## src/rtl/core/pfx_pkg.sv

```systemverilog
// shared types, character codes and status codes for the postfix evaluator
// used by pfx_divider and postfix_expression_evaluator; no dependencies
package pfx_pkg;

  localparam int DEFAULT_STACK_DEPTH = 16;
  localparam int WORD_W              = 32;

  localparam logic [7:0] SYM_ZERO  = 8'h30;
  localparam logic [7:0] SYM_NINE  = 8'h39;
  localparam logic [7:0] SYM_PLUS  = 8'h2B;
  localparam logic [7:0] SYM_MINUS = 8'h2D;
  localparam logic [7:0] SYM_STAR  = 8'h2A;
  localparam logic [7:0] SYM_SLASH = 8'h2F;

  localparam logic [1:0] ST_OK        = 2'd0;
  localparam logic [1:0] ST_UNDERFLOW = 2'd1;
  localparam logic [1:0] ST_OVERFLOW  = 2'd2;
  localparam logic [1:0] ST_DIVZERO   = 2'd3;

  typedef struct packed {
    logic [7:0] symbol;
    logic       end_of_expression;
  } in_word_t;

  typedef struct packed {
    logic signed [WORD_W-1:0] value;
    logic [1:0]               status;
  } out_word_t;

  typedef struct packed {
    logic              start;
    logic [WORD_W-1:0] num;
    logic [WORD_W-1:0] den;
  } div_req_t;

  typedef struct packed {
    logic              done;
    logic [WORD_W-1:0] quot;
  } div_rsp_t;

  // first error of an expression is kept
  function automatic logic [1:0] flag_err(logic [1:0] cur, logic [1:0] code);
    return (cur == ST_OK) ? code : cur;
  endfunction

endpackage

```

## src/rtl/core/pfx_divider.sv

```systemverilog
// signed 32-bit divider, truncating toward zero, one quotient bit per cycle
// depends on pfx_pkg for the request and response structs
module pfx_divider (
  input  logic             clk,
  input  logic             rst_n,
  input  pfx_pkg::div_req_t req,
  output pfx_pkg::div_rsp_t rsp
);

  localparam int W  = pfx_pkg::WORD_W;
  localparam int CW = $clog2(W);

  logic          busy_r;
  logic          fin_r;
  logic [CW-1:0] cnt_r;
  logic          neg_r;
  logic [W-1:0]  den_r;
  logic [W-1:0]  quo_r;
  logic [W-1:0]  rem_r;

  logic [W:0]    rem_sh;
  logic [W:0]    diff;

  assign rem_sh = {rem_r, quo_r[W-1]};
  assign diff   = rem_sh - {1'b0, den_r};

  always_ff @(posedge clk) begin
    if (!rst_n) begin
      busy_r <= 1'b0;
      fin_r  <= 1'b0;
    end else begin
      fin_r <= 1'b0;
      if (req.start) begin
        busy_r <= 1'b1;
      end else if (busy_r && cnt_r == '0) begin
        busy_r <= 1'b0;
        fin_r  <= 1'b1;
      end
    end
  end

  always_ff @(posedge clk) begin
    if (req.start) begin
      cnt_r <= CW'(W - 1);
      neg_r <= req.num[W-1] ^ req.den[W-1];
      den_r <= req.den[W-1] ? ('0 - req.den) : req.den;
      quo_r <= req.num[W-1] ? ('0 - req.num) : req.num;
      rem_r <= '0;
    end else if (busy_r) begin
      cnt_r <= cnt_r - 1'b1;
      // restoring step: keep the remainder when the trial subtract goes negative
      if (!diff[W]) begin
        rem_r <= diff[W-1:0];
        quo_r <= {quo_r[W-2:0], 1'b1};
      end else begin
        rem_r <= rem_sh[W-1:0];
        quo_r <= {quo_r[W-2:0], 1'b0};
      end
    end
  end

  assign rsp.done = fin_r;
  assign rsp.quot = neg_r ? ('0 - quo_r) : quo_r;

endmodule

```

## src/rtl/core/postfix_expression_evaluator.sv

```systemverilog
// postfix evaluator: digits and ignored characters are handled in S_IDLE, + - *
// pass S_OP and S_FIN; / with a nonzero divisor also waits in S_DIV (one
// quotient bit per cycle in pfx_divider); the stack read port is registered.
// a result word reaches the output register in the cycle after its last
// character is done. synchronous reset clears the stack count, the error and
// the output valid; the stack memory is unreset. depends on pfx_pkg, pfx_divider
module postfix_expression_evaluator #(
  parameter int STACK_DEPTH = pfx_pkg::DEFAULT_STACK_DEPTH
) (
  input  logic               clk,
  input  logic               rst_n,
  input  logic               in_valid,
  output logic               in_stall,
  input  pfx_pkg::in_word_t  in_word,
  output logic               out_valid,
  input  logic               out_stall,
  output pfx_pkg::out_word_t out_word
);

  localparam int W  = pfx_pkg::WORD_W;
  localparam int AW = (STACK_DEPTH > 1) ? $clog2(STACK_DEPTH) : 1;
  localparam int CW = $clog2(STACK_DEPTH + 1);

  typedef enum logic [3:0] {
    S_IDLE = 4'b0001,
    S_OP   = 4'b0010,
    S_DIV  = 4'b0100,
    S_FIN  = 4'b1000
  } state_t;

  state_t             state_r, state_nxt;
  logic [CW-1:0]      count_r, count_nxt;
  logic [1:0]         err_r, err_nxt;
  logic [W-1:0]       top_r, top_nxt;
  logic [W-1:0]       res_r, res_nxt;
  logic [7:0]         op_r, op_nxt;
  logic               last_r, last_nxt;
  logic               out_valid_r, out_valid_nxt;
  pfx_pkg::out_word_t out_word_r, out_word_nxt;

  // stack entries below the top; the top itself lives in top_r
  logic [W-1:0]       mem [STACK_DEPTH];
  logic               mem_we;
  logic [AW-1:0]      mem_waddr;
  logic [W-1:0]       mem_wdata;
  logic               mem_re;
  logic [AW-1:0]      mem_raddr;
  logic [W-1:0]       mem_q;

  logic               in_acc;
  logic               out_free;
  logic               emit;
  logic               is_digit;
  logic               is_op;
  logic [W-1:0]       prod;
  pfx_pkg::div_req_t  div_req;
  pfx_pkg::div_rsp_t  div_rsp;

  pfx_divider u_div (
    .clk   (clk),
    .rst_n (rst_n),
    .req   (div_req),
    .rsp   (div_rsp)
  );

  assign out_free = !out_valid_r || !out_stall;
  // a word that would produce a result waits for the output slot
  assign in_stall = (state_r != S_IDLE) || (!out_free && in_word.end_of_expression);
  assign in_acc   = in_valid && !in_stall;
  assign prod     = mem_q * top_r;

  always_comb begin
    is_digit = in_word.symbol inside {[pfx_pkg::SYM_ZERO:pfx_pkg::SYM_NINE]};
    is_op    = in_word.symbol inside {pfx_pkg::SYM_PLUS, pfx_pkg::SYM_MINUS,
                                      pfx_pkg::SYM_STAR, pfx_pkg::SYM_SLASH};
  end

  always_comb begin
    div_req.start = (state_r == S_OP) && (op_r == pfx_pkg::SYM_SLASH) && (top_r != '0);
    div_req.num   = mem_q;
    div_req.den   = top_r;
  end

  always_comb begin
    state_nxt     = state_r;
    count_nxt     = count_r;
    err_nxt       = err_r;
    top_nxt       = top_r;
    res_nxt       = res_r;
    op_nxt        = op_r;
    last_nxt      = last_r;
    out_word_nxt  = out_word_r;
    emit          = 1'b0;
    mem_we        = 1'b0;
    mem_waddr     = AW'(count_r - 1'b1);
    mem_wdata     = top_r;
    mem_re        = 1'b0;
    mem_raddr     = AW'(count_r - 2'd2);

    case (state_r)
      S_IDLE: begin
        if (in_acc) begin
          if (is_digit) begin
            if (count_r == CW'(STACK_DEPTH)) begin
              err_nxt = pfx_pkg::flag_err(err_r, pfx_pkg::ST_OVERFLOW);
            end else begin
              mem_we    = (count_r != '0);
              top_nxt   = {{(W-8){1'b0}}, in_word.symbol - pfx_pkg::SYM_ZERO};
              count_nxt = count_r + 1'b1;
            end
          end else if (is_op) begin
            if (count_r < CW'(2)) begin
              err_nxt = pfx_pkg::flag_err(err_r, pfx_pkg::ST_UNDERFLOW);
            end else begin
              mem_re    = 1'b1;
              op_nxt    = in_word.symbol;
              last_nxt  = in_word.end_of_expression;
              state_nxt = S_OP;
            end
          end
          // an operator that pops reports at the end of its write-back instead
          if (in_word.end_of_expression && state_nxt == S_IDLE) begin
            emit = 1'b1;
            if (count_nxt == '0) begin
              out_word_nxt.value  = '0;
              out_word_nxt.status = pfx_pkg::flag_err(err_nxt, pfx_pkg::ST_UNDERFLOW);
            end else begin
              out_word_nxt.value  = $signed(top_nxt);
              out_word_nxt.status = err_nxt;
            end
            count_nxt = '0;
            err_nxt   = pfx_pkg::ST_OK;
          end
        end
      end
      S_OP: begin
        state_nxt = S_FIN;
        case (op_r)
          pfx_pkg::SYM_PLUS:  res_nxt = mem_q + top_r;
          pfx_pkg::SYM_MINUS: res_nxt = mem_q - top_r;
          pfx_pkg::SYM_STAR:  res_nxt = prod[W-1:0];
          default: begin
            if (top_r == '0) begin
              res_nxt = '0;
              err_nxt = pfx_pkg::flag_err(err_r, pfx_pkg::ST_DIVZERO);
            end else begin
              state_nxt = S_DIV;
            end
          end
        endcase
      end
      S_DIV: begin
        if (div_rsp.done) begin
          res_nxt   = div_rsp.quot;
          state_nxt = S_FIN;
        end
      end
      S_FIN: begin
        if (!last_r || out_free) begin
          top_nxt   = res_r;
          count_nxt = count_r - 1'b1;
          state_nxt = S_IDLE;
          if (last_r) begin
            emit                = 1'b1;
            out_word_nxt.value  = $signed(res_r);
            out_word_nxt.status = err_r;
            count_nxt           = '0;
            err_nxt             = pfx_pkg::ST_OK;
          end
        end
      end
      default: state_nxt = S_IDLE;
    endcase

    out_valid_nxt = emit || (out_valid_r && out_stall);
  end

  always_ff @(posedge clk) begin
    if (!rst_n) begin
      state_r     <= S_IDLE;
      count_r     <= '0;
      err_r       <= pfx_pkg::ST_OK;
      out_valid_r <= 1'b0;
    end else begin
      state_r     <= state_nxt;
      count_r     <= count_nxt;
      err_r       <= err_nxt;
      out_valid_r <= out_valid_nxt;
    end
  end

  always_ff @(posedge clk) begin
    top_r      <= top_nxt;
    res_r      <= res_nxt;
    op_r       <= op_nxt;
    last_r     <= last_nxt;
    out_word_r <= out_word_nxt;
  end

  always_ff @(posedge clk) begin
    if (mem_we) begin
      mem[mem_waddr] <= mem_wdata;
    end
    if (mem_re) begin
      mem_q <= mem[mem_raddr];
    end
  end

  assign out_valid = out_valid_r;
  assign out_word  = out_word_r;

  a_count_bound: assert property (@(posedge clk) disable iff (!rst_n)
    count_r <= CW'(STACK_DEPTH))
    else $error("stack count beyond depth");

  a_emit_clears: assert property (@(posedge clk) disable iff (!rst_n)
    emit |=> (count_r == '0) && (err_r == pfx_pkg::ST_OK) && out_valid)
    else $error("expression end did not clear the stack");

  a_div_done: assert property (@(posedge clk) disable iff (!rst_n)
    div_rsp.done |-> (state_r == S_DIV))
    else $error("divider finished outside a division");

  a_emit_slot: assert property (@(posedge clk) disable iff (!rst_n)
    emit |-> out_free)
    else $error("result word overwrote a stalled one");

endmodule
```

## config.mk

```make
export PLATFORM = sky130hd
export DESIGN_NAME = postfix_expression_evaluator
export DESIGN_NICKNAME = d
export VERILOG_FILES = /design/src/rtl/core/pfx_pkg.sv /design/src/rtl/core/pfx_divider.sv /design/src/rtl/core/postfix_expression_evaluator.sv
export SDC_FILE = /design/constraint.sdc
export NUM_CORES = 2
export LEC_CHECK = 0
export BUFFER_PORTS_ARGS = -buffer_cell sky130_fd_sc_hd__buf_2
export CAP_MARGIN = 10
export CORE_MARGIN = 3
export CORE_UTILIZATION = 29
export CTS_BUF_LIST = sky130_fd_sc_hd__clkbuf_8 sky130_fd_sc_hd__clkbuf_16
export DETAILED_ROUTE_END_ITERATION = 6
export PLACE_DENSITY_LB_ADDON = 0.08
export SKIP_LAST_GASP = 1
export SYNTH_ARGS = -nofsm -noshare
export SYNTH_HDL_FRONTEND = slang
export SYNTH_SLANG_ARGS = --single-unit
```

## constraint.sdc

```tcl
create_clock -name clk -period 10.7 [get_ports clk]
set_clock_uncertainty 0.05 [all_clocks]
set_input_delay 2.14 -clock clk [delete_from_list [all_inputs] [get_ports clk]]
set_output_delay 2.14 -clock clk [all_outputs]
set_load 0.01 [all_outputs]
```

Word level (Yosys, flattened, before mapping)
Memories as Yosys holds them, arrays and structs flattened. A register that Yosys moved wholly into a read port is not among the register bits. Index checks and enable logic that the tools add are counted.

Magnitude comparators: 3. $mul: 1. Eq/ne operators: 24. Add/sub/neg operators: 11. Muxes and demuxes: 78. Reduce and logical (&&, ||, !) cells: 38. Shift-type cells: 0. Div/mod/pow operators: 0. Bitwise gates (word level): 4.

Operators with widths (count): $mux W32 (11); $mux W34 (5); $pmux W32 S2 (2); $pmux W32 S3 (1); $sub A1 B32 Y32 const A (3); $pmux W34 S2 (1); $eq A8 B6 Y1 const B (8); $mux W4 (10); $mux W5 (8); $sub A33 B32 Y33 (1); $add A32 B32 Y32 (1); $logic_not A32 Y1 (1); $mul A32 B32 Y32 (1); $mux W2 (16); $reduce_bool A32 Y1 (1); $sub A32 B32 Y32 (1); $mux W31 (1); $mux W1 (19); $pmux W4 S4 (1); $logic_not A5 Y1 (2); $ne A2 B2 Y1 const B (5); $pmux W5 S2 (1); $reduce_and A5 Y1 (2); $sub A5 B1 Y5 const B (2); other kinds (30) (55).

Latch bits: 0. Output and inout bits: 36. Flip-flop bits (word level): 223. Memories kept: 1. RAM bits: 512. ROM bits: 0.

Memory list: mem (depth 16, bits a word 32, rd ports 1, clocked after Yosys merged registers in 1, wr ports 1, line postfix_expression_evaluator.sv:42) `logic [W-1:0] mem [STACK_DEPTH];`.

Logic depth before layout (Yosys ltp)
Depth after elaboration: 15. Gate-level depth with buffers: 27. Gate-level depth less buffers: 25.

Modules after synthesis
Synthesis repeated with hierarchy kept, for this count alone.

Cell total of the unflattened synthesis: 4212. Area total of the unflattened synthesis: 51510.7 um2.

By module, submodules not included: postfix_expression_evaluator (area an instance 43764.5 um2, cells each 3317, times used 1, seq. area each 19789.0 um2); pfx_divider (area an instance 7746.2 um2, cells each 895, times used 1, seq. area each 2732.6 um2).

Worst setup path before layout
Ideal clock, no wire load.

Kind: register -> register. Start: reg top_r[6] (netlist: mem_wdata[6]). End: reg res_r[29] (data pin). Setup time: 0.269 ns. Slack: 3.267 ns. Period minus slack after synthesis: 7.433 ns. Cell stages (with the launch flop): 25. Data arrival time: 7.114 ns. Path buffers: 3. Required time: 10.381 ns. Cell sequence: edfxtp_1 -> clkbuf_1 -> clkbuf_1 -> clkbuf_1 -> and2_1 -> fa_1 -> fa_1 -> fa_1 -> inv_1 -> fa_1 -> inv_1 -> fa_1 -> fa_1 -> fa_1 -> fa_1 -> ha_1 -> a21o_1 -> a21o_1 -> a2111oi_0 -> nor3_1 -> a211o_1 -> nand2b_1 -> xor2_1 -> nand2_1 -> o211ai_1.

Longest elaborated chain between the ends: 3. Elaborated cells between the ends (all ways): 5.

Ends and longest elaborated chain: start, declared (line postfix_expression_evaluator.sv:34) `logic [W-1:0] top_r, top_nxt;`; start signal, assigned (line postfix_expression_evaluator.sv:193) `top_r <= top_nxt;`; $mul A32 B32 Y32, or another cell as far along (line postfix_expression_evaluator.sv:70) `assign prod = mem_q * top_r;`; $pmux W32 S3 * (line postfix_expression_evaluator.sv:138) `case (op_r)`; $pmux W32 S2 * (line postfix_expression_evaluator.sv:100) `case (state_r)`; net res_nxt[29] (line postfix_expression_evaluator.sv:35) `logic [W-1:0] res_r, res_nxt;`; end signal, assigned (line postfix_expression_evaluator.sv:194) `res_r <= res_nxt;`; end, declared (line postfix_expression_evaluator.sv:35).

The timed path passes the listed nets; every way through them passes the cells marked *. A chain may end at the register's enable or synchronous reset.

Worst setup path after layout
Start: reg top_r[9] (netlist: mem_wdata[9]). End: reg res_r[29] (data pin).

The elaborated chain is that of the path after synthesis.

==> out/metrics.yaml <==
cts_made_buffers: 87
post_cts_buffers: 0
ys_async_sr_fraction_pct: 0
critPathKind: "flip-flop to flip-flop"
setup_viol: 0
cts_root_buffer: "clkbuf_16"
synth_edf_count: 716
cts_resized: 0
drive_above_1_share_pct: 11.9
boundaryPins: 49
syn-cell-area_mm2: 0.0511
p_leak_uw: 0.0219
cp.required_ps: 11080
globalplace.congestion: 0.837
worst_pin_slew_ps: 1200
cp_cell_sequence: "buf_4 -> nand2_1 -> fa_1 -> inv_1 -> fa_1 -> fa_1 -> inv_1 -> fa_1 -> inv_1 -> fa_1 -> fa_1 -> fa_1 -> fa_1 -> ha_1 -> a21o_1 -> a21o_1 -> a2111oi_0 -> nor3_1 -> a211o_1 -> nand2b_1 -> xor2_1 -> nand2_1 -> o211ai_1"
cp.arrival_ps: 8520
crit_fanout: 36
io_buffers: 48
ys_types: 81
final_cell_mix: "edfxtp_1, inv_1, fa_1, nand2_1, and2_1"
gr-total-overflow: 0
slowest_stage: "edfxtp_1"
dp_hpwl_um: 120000
start_util_pct: 29.3
dieArea_mm2: 0.181
total_power_uw: 18500
max-cap-violations: 0
dpl_cell_area_mm2: 0.0545
fmax_ghz: 0.123
critPathCaptureType: "flip-flop"
ys.flop_type: "edfxtp_1"
rows: 153
nFillCells: 17600
htree_levels: 3
crit_buf_inv: 4
hold_buffers: 0
drv_slew: 0
clk_latency_ps: 710
syn_nets: 4773
fin_crit_ps: 8140
syn_to_final_growth_pct: 12.1
grt_pass1_wl_um: 257000
dr.pass1.iters: 5
regArea_mm2: 0.0225
final_common_cell: "edfxtp_1"
rsz0062_at_grt: "no"
drc_errors: 0
die_h_um: 426
start_kind: "flip-flop"
maxSlewHeadroom_pct: 20.3
seq_area_frac_synth_pct: 44.0
drt_iter0_markers: 2217
vias_per_cell: 4.96
grt_pass1_vias: 35100
antenna_found_initial: 12
avgSynthCellArea_um2: 12.3
yosysWarningCount: 0
clk_pin_slew_ps: 60
design_area_mm2: 0.0574
wire_per_inst_um: 27.0
final_hold_viol_count: 0
clock_path_buffers: 3
hold_path_class: "flip-flop to flip-flop"
via_count: 32500
status: "completed"
ys_ff_latch: 767
crit_path_max_incr_delay_ps: 820
die_w_um: 426
critPathTopFamily: "adder cells"
cts.sinks: 767
cts_tree: "built"
vdd.ir_drop.worst_v: 0.000761
ant_nets: 0
grtUsageTotal_pct: 19.6
routed_wl_um: 177000
layout.nets: 4791
setup_tns_ps: 0
grt_max_degree: 73
multi_input_area_mm2: 0.0263
crit_path_frequent_cell: "fa_1"
core_mm2: 0.175
synth_cells: 4148
post-route-period-util_pct: 76.1
p_per_area_mw_per_mm2: 323
[cell families (layout without fill, tap and decap cells)]
| logic type | Yosys count | count (layout) | synth area share, % |
|---|---|---|---|
| other | 0 | 5 | 0 |
| adders and majority gates | 612 | 612 | 21.0 |
| DFF | 767 | 767 | 44.0 |
| xor gates and xnor gates | 262 | 262 | 4.51 |
| muxes | 178 | 178 | 7.40 |
| and+or+nand+nor | 1045 | 1045 | 10.4 |
| buffers and inverters | 683 | 769 | 5.01 |
| AOI/OAI and AO/OA | 601 | 601 | 7.66 |
[worst paths after layout]
check | startpoint | endpoint | slack, ps | depth (start not counted)
worst min-delay path | u_div.rem_r[25]$_SDFFE_PP0P_ | u_div.rem_r[26]$_SDFFE_PP0P_ | 440 | 2
worst max-delay path | mem_wdata[9]$_DFFE_PP_ | res_r[29]$_DFFE_PP_ | 2560 | 23
worst min register to register | u_div.rem_r[25]$_SDFFE_PP0P_ | u_div.rem_r[26]$_SDFFE_PP0P_ | 440 | 2
worst max register to register | mem_wdata[9]$_DFFE_PP_ | res_r[29]$_DFFE_PP_ | 2560 | 23
[worst reg2reg max path, stage by stage (launching register included)]
cell and delay [ps]:
edfxtp_1 820, buf_4 620, nand2_1 200, fa_1 430, inv_1 80, fa_1 430, fa_1 510, inv_1 50
fa_1 470, inv_1 50, fa_1 490, fa_1 580, fa_1 430, fa_1 480, ha_1 350, a21o_1 180
a21o_1 220, a2111oi_0 460, nor3_1 190, a211o_1 310, nand2b_1 160, xor2_1 160, nand2_1 80, o211ai_1 90
[layer usage]
metal  vias to the layer above  track usage (%)  wire (um)
met3                       185             2.10       5980
li1                      14500                -          -
met5                         -                0          0
met4                         0             5.53       4850
met1                     17300             27.1      82000
met2                       606             32.7      84500
[stage by stage]
stage	util, %	instances	hold slack [ps]	setup slack (ps)
2_1_floorplan	-	4148	414	3270
3_3_place_gp	31.2	6400	431	2520
3_5_place_dp	31.2	6402	432	2510
4_1_cts	32.8	6559	438	2510
5_1_grt	32.8	6559	455	2140
6_report	32.9	6564	443	2560
[layout make-up]
class                           instances  share of cell area [%]
Timing Repair Buffer                  170                    2.05
Multi-Input combinational cell       2698                    45.8
Sequential cell                       767                    39.3
Inverter                              442                    2.89
Clock buffer                           87                    3.80
Tap cell                             2325                    5.07
Antenna cell                            5                  0.0218
Clock inverter                         70                    1.07
[synthesized netlist by cell type (22+ instances only)]
cell      count  area share [%]
a21o_1       34            0.50
a21oi_1     135             1.3
a22o_1       50            0.86
a31oi_1      25            0.31
and2_1      319             3.9
buf_1        22            0.16
clkbuf_1    219             1.6
dfxtp_1      51             2.0
edfxtp_1    716              42
fa_1        410              16
ha_1        202             4.9
inv_1       441             3.2
mux4_2      160             7.0
nand2_1     380             2.8
nand2b_1     29            0.35
nand3_1      28            0.27
nor2_1      123            0.90
nor3_1       35            0.34
o21ai_0     123             1.2
o21ai_1      37            0.36
o31ai_1      43            0.63
xnor2_1     137             2.3
xor2_1      124             2.1
[where the power goes]
part	internal, uW	total, uW	leakage [uW]	switching [uW]
registers	3350	3410	0.00691	59.7
logic	5220	12100	0.0135	6920
clock network	1660	3000	0.00144	1330
total	10200	18500	0.0219	8310
[flip-flops by register name (all words and copies together), names as in the netlist]
register,flops
u_div.rem_r,32
res_r,32
u_div.den_r,32
op_r,8
count_r,5
u_div.neg_r,1
u_div.cnt_r,5
out_word,34
state_r,4
u_div.quo_r,32
mem_wdata,32
mem_q,32
mem,512
last_r,1
out_valid,1
err_r,2
u_div.busy_r,1
u_div.fin_r,1
No activity file was read; power rests on OpenSTA's default activity.
